## src/rtl/coim_pkg.sv

```systemverilog
// ----------------------------------------------------------------------------
// coim_pkg: shared definitions of the coefficient index order mapper
// Field widths, register indexes, function codes and the pipeline types.
// ----------------------------------------------------------------------------
package coim_pkg;

   // Field widths of the request and response items.
   localparam int IDX_W = 18;
   localparam int BLK_W = 2;
   localparam int RAD_W = 6;
   localparam int DEG_W = 5;

   localparam int NUM_BLOCKS_DEF = 4;

   // (L+1)^2 needs one bit more than twice the degree width.
   localparam int SQ_W   = 2 * DEG_W + 1;
   // l*l + 2m stays below (2^DEG_W)^2.
   localparam int LSQ_W  = 2 * DEG_W;
   localparam int SIZE_W = RAD_W + 2 * DEG_W;

   localparam int CSR_IDX_W  = 3;
   localparam int CSR_DATA_W = RAD_W;

   localparam logic [CSR_IDX_W-1:0] CSR_RADIAL_0 = 3'd0;
   localparam logic [CSR_IDX_W-1:0] CSR_DEGREE_0 = 3'd4;

   typedef enum logic {
      FUNC_DECODE = 1'b0,
      FUNC_ENCODE = 1'b1
   } func_type;

   typedef struct packed {
      func_type         func;
      logic [IDX_W-1:0] idx;
      logic [BLK_W-1:0] sel;
      logic [RAD_W-1:0] n;
      logic [DEG_W-1:0] l;
      logic [DEG_W-1:0] m;
      logic             re;
   } req_type;

   // Front stages: order checks and the encode arithmetic.
   typedef struct packed {
      logic              valid;
      func_type          func;
      logic              err;
      logic [BLK_W-1:0]  blk;
      logic [IDX_W-1:0]  idx;
      logic [RAD_W-1:0]  nm1;
      logic [LSQ_W-1:0]  lsqm;
      logic [SIZE_W-1:0] prod;
   } front_type;

   // Back stages: block offset, divider and square root.
   typedef struct packed {
      logic             valid;
      func_type         func;
      logic             err;
      logic [BLK_W-1:0] blk;
      logic [IDX_W-1:0] rem;
      logic [RAD_W-1:0] quo;
      logic [DEG_W-1:0] root;
   } tok_type;

endpackage

```

## src/rtl/coefficient_index_order_mapper.sv

```systemverilog
// ----------------------------------------------------------------------------
// coefficient_index_order_mapper: flat coefficient index <-> order mapping
// Decodes a flat index into (block, n, l, m, part) and encodes the orders
// back into a flat index, over up to four packed parameter blocks.
//
//   channel   ports                      transfer
//   request   start/busy, req_*          start high while busy is low
//   response  rsp_strobe, rsp_*          every cycle rsp_strobe is high
//   config    csr_we, csr_index, csr_wdata   every cycle csr_we is high
//
// One item enters per cycle while busy is low; its result passes the front
// stages, the restoring divider (one quotient bit per stage) and the square
// root (one root bit per stage), then the output register.
// Reset is synchronous; busy stays high for one cycle after reset is released.
// Block sizes and offsets are recomputed after a write, through the slot,
// size and end registers in turn. The response side has no backpressure.
// ----------------------------------------------------------------------------
module coefficient_index_order_mapper #(
   parameter int NUM_BLOCKS = coim_pkg::NUM_BLOCKS_DEF
) (
   input  logic                             clock,
   input  logic                             reset,
   input  logic                             start,
   output logic                             busy,
   input  logic                             req_func,
   input  logic [coim_pkg::IDX_W-1:0]       req_flat_index,
   input  logic [coim_pkg::BLK_W-1:0]       req_block_sel,
   input  logic [coim_pkg::RAD_W-1:0]       req_radial_order,
   input  logic [coim_pkg::DEG_W-1:0]       req_degree,
   input  logic [coim_pkg::DEG_W-1:0]       req_azimuth,
   input  logic                             req_real_part,
   output logic                             rsp_strobe,
   output logic [coim_pkg::IDX_W-1:0]       rsp_index_out,
   output logic [coim_pkg::BLK_W-1:0]       rsp_block_out,
   output logic [coim_pkg::RAD_W-1:0]       rsp_radial_out,
   output logic [coim_pkg::DEG_W-1:0]       rsp_degree_out,
   output logic [coim_pkg::DEG_W-1:0]       rsp_azimuth_out,
   output logic                             rsp_real_out,
   output logic                             rsp_range_error,
   input  logic                             csr_we,
   input  logic [coim_pkg::CSR_IDX_W-1:0]   csr_index,
   input  logic [coim_pkg::CSR_DATA_W-1:0]  csr_wdata
);
   import coim_pkg::*;

   localparam int DIV_FIRST  = 2;
   localparam int SQRT_FIRST = DIV_FIRST + RAD_W;
   localparam int NTOK       = SQRT_FIRST + DEG_W;
   localparam int LAT        = NTOK + 5;

   // ---------------------------------------------------------------- config
   logic [RAD_W-1:0]  rc_ff   [NUM_BLOCKS];
   logic [RAD_W-1:0]  rc_in   [NUM_BLOCKS];
   logic [DEG_W-1:0]  md_ff   [NUM_BLOCKS];
   logic [DEG_W-1:0]  md_in   [NUM_BLOCKS];
   logic [SQ_W-1:0]   sq_ff   [NUM_BLOCKS];
   logic [SQ_W-1:0]   sq_in   [NUM_BLOCKS];
   logic [SIZE_W-1:0] size_ff [NUM_BLOCKS];
   logic [SIZE_W-1:0] size_in [NUM_BLOCKS];
   logic [IDX_W-1:0]  end_ff  [NUM_BLOCKS];
   logic [IDX_W-1:0]  end_in  [NUM_BLOCKS];

   always_comb begin
      for (int b = 0; b < NUM_BLOCKS; b++) begin
         rc_in[b] = rc_ff[b];
         md_in[b] = md_ff[b];
         if (csr_we && csr_index == CSR_RADIAL_0 + CSR_IDX_W'(b)) begin
            rc_in[b] = csr_wdata[RAD_W-1:0];
         end
         if (csr_we && csr_index == CSR_DEGREE_0 + CSR_IDX_W'(b)) begin
            md_in[b] = csr_wdata[DEG_W-1:0];
         end
      end
   end

   always_ff @(posedge clock) begin
      for (int b = 0; b < NUM_BLOCKS; b++) begin
         if (reset) begin
            rc_ff[b] <= '0;
            md_ff[b] <= '0;
         end else begin
            rc_ff[b] <= rc_in[b];
            md_ff[b] <= md_in[b];
         end
      end
   end

   // Slots per radial order, block sizes and block end offsets, each registered in turn.
   always_comb begin
      logic [DEG_W:0]            w;
      logic [2*DEG_W+1:0]        wsq;
      logic [RAD_W+SQ_W-1:0]     bsize;
      logic [IDX_W-1:0]          acc;
      acc = '0;
      for (int b = 0; b < NUM_BLOCKS; b++) begin
         w          = {1'b0, md_ff[b]} + (DEG_W+1)'(1);
         wsq        = w * w;
         sq_in[b]   = wsq[SQ_W-1:0];
         bsize      = rc_ff[b] * sq_ff[b];
         size_in[b] = bsize[SIZE_W-1:0];
         acc        = acc + IDX_W'(size_ff[b]);
         end_in[b]  = acc;
      end
   end

   always_ff @(posedge clock) begin
      sq_ff   <= sq_in;
      size_ff <= size_in;
      end_ff  <= end_in;
   end

   // Start offset of each block: a disabled block adds nothing.
   logic [IDX_W-1:0] blk_start [NUM_BLOCKS];

   always_comb begin
      blk_start[0] = '0;
      for (int b = 1; b < NUM_BLOCKS; b++) begin
         blk_start[b] = end_ff[b-1];
      end
   end

   // ---------------------------------------------------------------- accept
   logic busy_ff;
   logic take;

   always_ff @(posedge clock) begin
      if (reset) begin
         busy_ff <= 1'b1;
      end else begin
         busy_ff <= 1'b0;
      end
   end

   assign busy = busy_ff;
   assign take = start && !busy_ff;

   logic    v1_ff;
   req_type r1_ff;
   req_type r1_in;

   always_comb begin
      r1_in.func = func_type'(req_func);
      r1_in.idx  = req_flat_index;
      r1_in.sel  = req_block_sel;
      r1_in.n    = req_radial_order;
      r1_in.l    = req_degree;
      r1_in.m    = req_azimuth;
      r1_in.re   = req_real_part;
   end

   always_ff @(posedge clock) begin
      r1_ff <= r1_in;
      if (reset) begin
         v1_ff <= 1'b0;
      end else begin
         v1_ff <= take;
      end
   end

   // ---------------------------------------------------------- front stages
   front_type f2_ff, f2_in, f3_ff, f3_in, f4_ff, f4_in;

   always_comb begin
      logic             sel_ok;
      logic [RAD_W-1:0] rc_sel;
      logic [DEG_W-1:0] md_sel;
      logic [LSQ_W-1:0] l_sq;
      logic [LSQ_W-1:0] m_term;
      sel_ok = {1'b0, r1_ff.sel} < (BLK_W+1)'(NUM_BLOCKS);
      rc_sel = '0;
      md_sel = '0;
      for (int b = 0; b < NUM_BLOCKS; b++) begin
         if (r1_ff.sel == BLK_W'(b)) begin
            rc_sel = rc_ff[b];
            md_sel = md_ff[b];
         end
      end
      l_sq   = r1_ff.l * r1_ff.l;
      m_term = LSQ_W'({r1_ff.m, 1'b0});
      f2_in.valid = v1_ff;
      f2_in.func  = r1_ff.func;
      f2_in.blk   = r1_ff.sel;
      f2_in.idx   = r1_ff.idx;
      // A real part with m above zero sits one slot before the imaginary one.
      f2_in.err   = !sel_ok || r1_ff.n == '0 || r1_ff.n > rc_sel ||
                    r1_ff.l > md_sel || r1_ff.m > r1_ff.l ||
                    (!r1_ff.re && r1_ff.m == '0);
      f2_in.nm1   = r1_ff.n - RAD_W'(1);
      f2_in.lsqm  = l_sq + m_term - LSQ_W'(r1_ff.re && r1_ff.m != '0);
      f2_in.prod  = '0;
   end

   always_comb begin
      logic [SQ_W-1:0]       sq_sel;
      logic [RAD_W+SQ_W-1:0] p;
      sq_sel = '0;
      for (int b = 0; b < NUM_BLOCKS; b++) begin
         if (f2_ff.blk == BLK_W'(b)) begin
            sq_sel = sq_ff[b];
         end
      end
      p          = f2_ff.nm1 * sq_sel;
      f3_in      = f2_ff;
      f3_in.prod = p[SIZE_W-1:0];
   end

   always_comb begin
      f4_in      = f3_ff;
      f4_in.prod = f3_ff.prod + SIZE_W'(f3_ff.lsqm);
   end

   always_ff @(posedge clock) begin
      if (reset) begin
         f2_ff <= '0;
         f3_ff <= '0;
         f4_ff <= '0;
      end else begin
         f2_ff <= f2_in;
         f3_ff <= f3_in;
         f4_ff <= f4_in;
      end
   end

   // ----------------------------------------------------------- back stages
   tok_type          tok_ff [NTOK];
   tok_type          tok_in [NTOK];
   logic [SQ_W-1:0]  tok_sq [NTOK];

   always_comb begin
      for (int i = 0; i < NTOK; i++) begin
         tok_sq[i] = '0;
         for (int b = 0; b < NUM_BLOCKS; b++) begin
            if (tok_ff[i].blk == BLK_W'(b)) begin
               tok_sq[i] = sq_ff[b];
            end
         end
      end
   end

   always_comb begin
      logic [BLK_W-1:0]   found;
      logic               miss;
      logic [IDX_W-1:0]   start_enc;
      logic [IDX_W-1:0]   start_dec;
      logic [IDX_W-1:0]   dvs;
      logic [DEG_W-1:0]   cand;
      logic [2*DEG_W-1:0] csq;
      int                 k;

      // First block whose end lies above the index holds it.
      found     = '0;
      miss      = 1'b1;
      start_enc = '0;
      for (int b = NUM_BLOCKS - 1; b >= 0; b--) begin
         if (f4_ff.idx < end_ff[b]) begin
            found = BLK_W'(b);
            miss  = 1'b0;
         end
         if (f4_ff.blk == BLK_W'(b)) begin
            start_enc = blk_start[b];
         end
      end

      tok_in[0].valid = f4_ff.valid;
      tok_in[0].func  = f4_ff.func;
      tok_in[0].quo   = '0;
      tok_in[0].root  = '0;
      if (f4_ff.func == FUNC_ENCODE) begin
         tok_in[0].err = f4_ff.err;
         tok_in[0].blk = f4_ff.blk;
         tok_in[0].rem = start_enc + IDX_W'(f4_ff.prod);
      end else begin
         tok_in[0].err = miss;
         tok_in[0].blk = found;
         tok_in[0].rem = f4_ff.idx;
      end

      start_dec = '0;
      for (int b = 0; b < NUM_BLOCKS; b++) begin
         if (tok_ff[0].blk == BLK_W'(b)) begin
            start_dec = blk_start[b];
         end
      end
      tok_in[1] = tok_ff[0];
      if (tok_ff[0].func == FUNC_DECODE) begin
         tok_in[1].rem = tok_ff[0].rem - start_dec;
      end

      // Restoring division by (L+1)^2, most significant quotient bit first,
      // then the square root of the remainder, one root bit per stage.
      for (int i = DIV_FIRST; i < NTOK; i++) begin
         tok_in[i] = tok_ff[i-1];
         if (i < SQRT_FIRST) begin
            k   = SQRT_FIRST - 1 - i;
            dvs = IDX_W'(tok_sq[i-1]) << k;
            if (tok_ff[i-1].func == FUNC_DECODE && tok_ff[i-1].rem >= dvs) begin
               tok_in[i].rem    = tok_ff[i-1].rem - dvs;
               tok_in[i].quo[k] = 1'b1;
            end
         end else begin
            k    = NTOK - 1 - i;
            cand = tok_ff[i-1].root | (DEG_W'(1) << k);
            csq  = cand * cand;
            if (IDX_W'(csq) <= tok_ff[i-1].rem) begin
               tok_in[i].root = cand;
            end
         end
      end
   end

   always_ff @(posedge clock) begin
      for (int i = 0; i < NTOK; i++) begin
         if (reset) begin
            tok_ff[i] <= '0;
         end else begin
            tok_ff[i] <= tok_in[i];
         end
      end
   end

   // ---------------------------------------------------------------- output
   logic             strobe_ff;
   logic [IDX_W-1:0] index_ff, index_in;
   logic [BLK_W-1:0] block_ff, block_in;
   logic [RAD_W-1:0] radial_ff, radial_in;
   logic [DEG_W-1:0] degree_ff, degree_in;
   logic [DEG_W-1:0] azimuth_ff, azimuth_in;
   logic             real_ff, real_in;
   logic             error_ff, error_in;

   always_comb begin
      tok_type          last;
      logic [LSQ_W-1:0] r_full;
      logic [DEG_W:0]   r;
      logic [DEG_W:0]   rp1;
      last   = tok_ff[NTOK-1];
      r_full = last.rem[LSQ_W-1:0] - last.root * last.root;
      r      = r_full[DEG_W:0];
      rp1    = r + (DEG_W+1)'(1);

      index_in   = '0;
      block_in   = '0;
      radial_in  = '0;
      degree_in  = '0;
      azimuth_in = '0;
      real_in    = 1'b0;
      error_in   = last.err;
      if (!last.err) begin
         if (last.func == FUNC_ENCODE) begin
            index_in = last.rem;
         end else begin
            block_in  = last.blk;
            radial_in = last.quo + RAD_W'(1);
            degree_in = last.root;
            if (r == '0) begin
               azimuth_in = '0;
               real_in    = 1'b1;
            end else begin
               azimuth_in = rp1[DEG_W:1];
               real_in    = r[0];
            end
         end
      end
   end

   always_ff @(posedge clock) begin
      index_ff   <= index_in;
      block_ff   <= block_in;
      radial_ff  <= radial_in;
      degree_ff  <= degree_in;
      azimuth_ff <= azimuth_in;
      real_ff    <= real_in;
      error_ff   <= error_in;
      if (reset) begin
         strobe_ff <= 1'b0;
      end else begin
         strobe_ff <= tok_ff[NTOK-1].valid;
      end
   end

   assign rsp_strobe      = strobe_ff;
   assign rsp_index_out   = index_ff;
   assign rsp_block_out   = block_ff;
   assign rsp_radial_out  = radial_ff;
   assign rsp_degree_out  = degree_ff;
   assign rsp_azimuth_out = azimuth_ff;
   assign rsp_real_out    = real_ff;
   assign rsp_range_error = error_ff;

   // ------------------------------------------------------------ assertions
   a_fixed_latency: assert property (@(posedge clock) disable iff (reset)
      rsp_strobe |-> $past(take, LAT))
      else $error("response without a request transfer LAT cycles earlier");

   a_error_clears_fields: assert property (@(posedge clock) disable iff (reset)
      rsp_strobe && rsp_range_error |->
         rsp_index_out == '0 && rsp_block_out == '0 && rsp_radial_out == '0 &&
         rsp_degree_out == '0 && rsp_azimuth_out == '0 && !rsp_real_out)
      else $error("range error with nonzero result fields");

   a_decoded_orders_legal: assert property (@(posedge clock) disable iff (reset)
      rsp_strobe && !rsp_range_error && rsp_radial_out != '0 |->
         rsp_azimuth_out <= rsp_degree_out && (rsp_real_out || rsp_azimuth_out != '0))
      else $error("decoded azimuth above degree or imaginary part at m zero");

   a_divider_remainder: assert property (@(posedge clock) disable iff (reset)
      tok_ff[SQRT_FIRST-1].valid && tok_ff[SQRT_FIRST-1].func == FUNC_DECODE &&
      !tok_ff[SQRT_FIRST-1].err |->
         tok_ff[SQRT_FIRST-1].rem < IDX_W'(tok_sq[SQRT_FIRST-1]))
      else $error("divider remainder not below the slot count");

endmodule

```

## config.mk

```make
export PLATFORM = sky130hd
export DESIGN_NAME = coefficient_index_order_mapper
export DESIGN_NICKNAME = d
export VERILOG_FILES = /design/src/rtl/coim_pkg.sv /design/src/rtl/coefficient_index_order_mapper.sv
export SDC_FILE = /design/constraint.sdc
export NUM_CORES = 2
export LEC_CHECK = 0
export BUFFER_PORTS_ARGS = -buffer_cell sky130_fd_sc_hd__buf_2
export CORE_ASPECT_RATIO = 2
export CORE_MARGIN = 2
export CORE_UTILIZATION = 41
export DETAILED_ROUTE_END_ITERATION = 7
export PLACE_DENSITY_LB_ADDON = 0.15
export SLEW_MARGIN = 40
export SYNTH_ARGS = -nofsm -noshare
export SYNTH_HDL_FRONTEND = slang
export SYNTH_SLANG_ARGS = --single-unit
```

## constraint.sdc

```tcl
create_clock -name clock -period 10.27 [get_ports clock]
set_input_delay 0 -clock clock [delete_from_list [all_inputs] [get_ports clock]]
set_output_delay 0 -clock clock [all_outputs]
set_load 0.03 [all_outputs]
```

==> summary.txt <==
Synth async-reset ratio -> 0
Clock skew -> 0.0353 ns
Fmax -> 187 MHz
Worst-margin pin slew -> 0.790 ns
Synth Instances -> 5,016
Worst setup path category -> register to register
Place WS -> 4.83 ns
Cell Area, Synth -> 47,700 um^2
#FFs+latches synth -> 788
Avg Inst Size Synth -> 9.50 um^2
Unrepaired setup endpoints after global routing -> no
Fin worst setup slack -> 4.92 ns
Pleak -> 0.0244 uW
Detailed Route Iter0 Violations -> 1,748
CTS tree -> yes
Number of global-route vias before repair -> 35,300
Worst min-delay path class -> input pin to register
Setup violations, final -> 0
Post-synth EDFFs -> 0
Worst-path maximum fanout -> 11
Wire length per cell -> 18.5 um
Layout cells sized above 1 -> 0.0749
Final WL -> 124,000 um
Cell variety after synth -> 82
Max Buffers Root-to-Sink -> 3
Worst reg-to-reg path cell count -> 16
CP Launch Type -> register
DIE AREA -> 119,000 um^2
Post-route clock period utilization -> 0.521
Hold Vio Cnt, Final -> 0
Max VDD drop -> 0.000153 V
Crit path DAT -> 5.87 ns
Worst rel slew slack -> 0.473
Slowest stage delay, CP -> 0.70 ns
Buffers & Inverters on Critical Path -> 2
Number of antenna violations at the first check in global routing -> 3
CP dominant cell by count -> fa_1
Detail Placement HPWL -> 96,300 um
Final routed DRC violation total -> 0
Placer Congestion -> 0.890
Avg Vias per Cell -> 5.13
Yosys warning total -> 0
Setup total negative slack -> 0 ns
Max Cap Viol -> 0
Die Y -> 486 um
Pwr/cell area -> 186 nW/um^2
Status -> finished clean
Post-synthesis sequential area ratio -> 0.331
CP endpoint kind -> register
Pin count of the biggest net entering global routing -> 222
Area Overhead vs Synth -> 12.1%
Worst-Skew Late Latency -> 0.69 ns
Delay-heaviest family, CP -> adder cells
All-layer global routing usage -> 0.211
Slowest stage cell, crit path -> dfxtp_1
Io pins -> 91
Htree depth -> 3
Antenna viol nets, final -> 0
Worst endpoint required time -> 10.80 ns
Clk root buf -> clkbuf_16
Most used DFF post-synth -> dfxtp_1
Hold Crit Depth -> 4
IO buf count -> 90
Levels on crit path -> 16
Final Slew Violations -> 0
Most frequent cells in the layout -> 785 x dfxtp_1, 518 x ha_1, 513 x inv_1
DRT Pass-1 Iters -> 7
Core area -> 116,000 um^2
Starting Density -> 0.411
Critical path cell sequence -> mux4_2, and2_1, fa_1, inv_1, fa_1, fa_1, inv_1, ha_1, a21o_1, a21o_1, nand2_1, a2111oi_0, a2111oi_0, a21oi_1, xnor2_1, nor2_1
First-pass GRT wire length -> 196,000 um
Vias -> 34,400
Nets -> 5,927
Commonest non-fill, non-tap cell in the layout -> dfxtp_1
Clock-pin slew on the worst setup and hold paths -> 0.07 ns
# rows -> 177
Final-layout fill cell count -> 11,100
Num CTS Buffers -> 76
Grt ovf -> 0
Die width -> 245 um
Final min period -> 5.35 ns
Sink Count -> 788
==> cell families (layout without fill, tap and decap cells) <==
family,count (synthesis),in the layout,share of synthesized area
and+or+nand+nor,1546,1546,0.165
DFF,788,788,0.331
AOI/OAI and AO/OA,746,746,0.102
adders and majority gates,744,744,0.231
buffers and inverters,710,856,0.0562
xor gates and xnor gates,295,295,0.0542
muxes,185,185,0.0603
other,2,36,0.000158
==> through the flow <==
step	std cells	total power [uW]	area (um^2)	hold slack, ns	utilization
after global routing	6715	10600	53400	0.181	0.461
after global placement	6474	6800	49500	0.103	0.427
final	6717	9920	53400	0.171	0.461
after detailed placement	6478	6860	49600	0.104	0.428
after CTS	6712	10000	53400	0.106	0.461
after floorplan	5047	6070	47800	0.0277	-
==> metal layers <==
metal,part of all wire,up-vias,global-route usage
li1,-,16900,-
met1,0.42,16600,0.259
met2,0.49,683,0.367
met3,0.038,231,0.0218
met4,0.046,0,0.0985
met5,0,-,0
==> worst paths after layout <==
check / startpoint / end / slack, ns
min reg2reg: size_ff[50] / blk_start[38] / 0.34
min: csr_wdata[5] / rc_ff[2][5] / 0.17
max: f2_ff[50] / f3_ff[15] / 4.92
max reg2reg: f2_ff[50] / f3_ff[15] / 4.92
==> Yosys cell counts (all sizes together) (49+ instances only) <==
library cell  count  area [um^2]
dfxtp           788        15800
ha              518         6480
inv             513         1930
nor2            388         1460
nor2b           339         2120
nand2           326         1220
fa              226         4520
a21oi           222         1120
xnor2           213         1870
clkbuf          168          631
and2            161         1010
o21ai           146          731
mux2i            97          971
a21o             94          706
xor2             82          718
mux4             81         1820
nand3            54          270
nand2b           49          307
==> cell type report <==
cell class              count  area (um^2)  area share
multi-input cells        3549        29400       0.550
flip-flops and latches    788        15800       0.295
clock buffers              93         2130      0.0398
inverters                 514         1930      0.0361
well taps                1521         1900      0.0356
repair buffers            203         1640      0.0306
clock inverters            46          663      0.0124
diodes                      3         7.51    0.000141
==> timing repair <==
item	CTS	global route
hold buffers	95	0
gates resized for setup	0	0
endpoints found under the hold margin	165	0
buffers inserted	0	0
==> worst register-to-register path: cells and delay by family, from the launching register on <==
kind	cells	cell delay, ns
AO/OA/AOI/OAI	5	1.29
XOR/XNOR	1	0.19
adder cells (fa/ha/maj)	4	1.87
buffers and inverters	2	0.09
flip-flops	1	0.70
multiplexers	1	0.68
AND/OR/NAND/NOR	3	0.39
==> sequential cells by signal, indices dropped and copies added (netlist names), 18 cells and up <==
register and cells:
blk_start 51, end_ff 18, f2_ff 39, f2_in 21
f3_ff 49, f4_ff 39, md_ff 20, rc_ff 24
rsp_index_out 18, size_ff 64, sq_ff 40, tok_ff 365
==> power breakdown <==
| part | total, uW | switching (uW) | internal (uW) |
|---|---|---|---|
| clock | 3080 | 1320 | 1760 |
| sequential | 3710 | 291 | 3420 |
| combinational | 3120 | 1720 | 1400 |
| total | 9920 | 3330 | 6580 |
(Power assumes the default switching activity.)
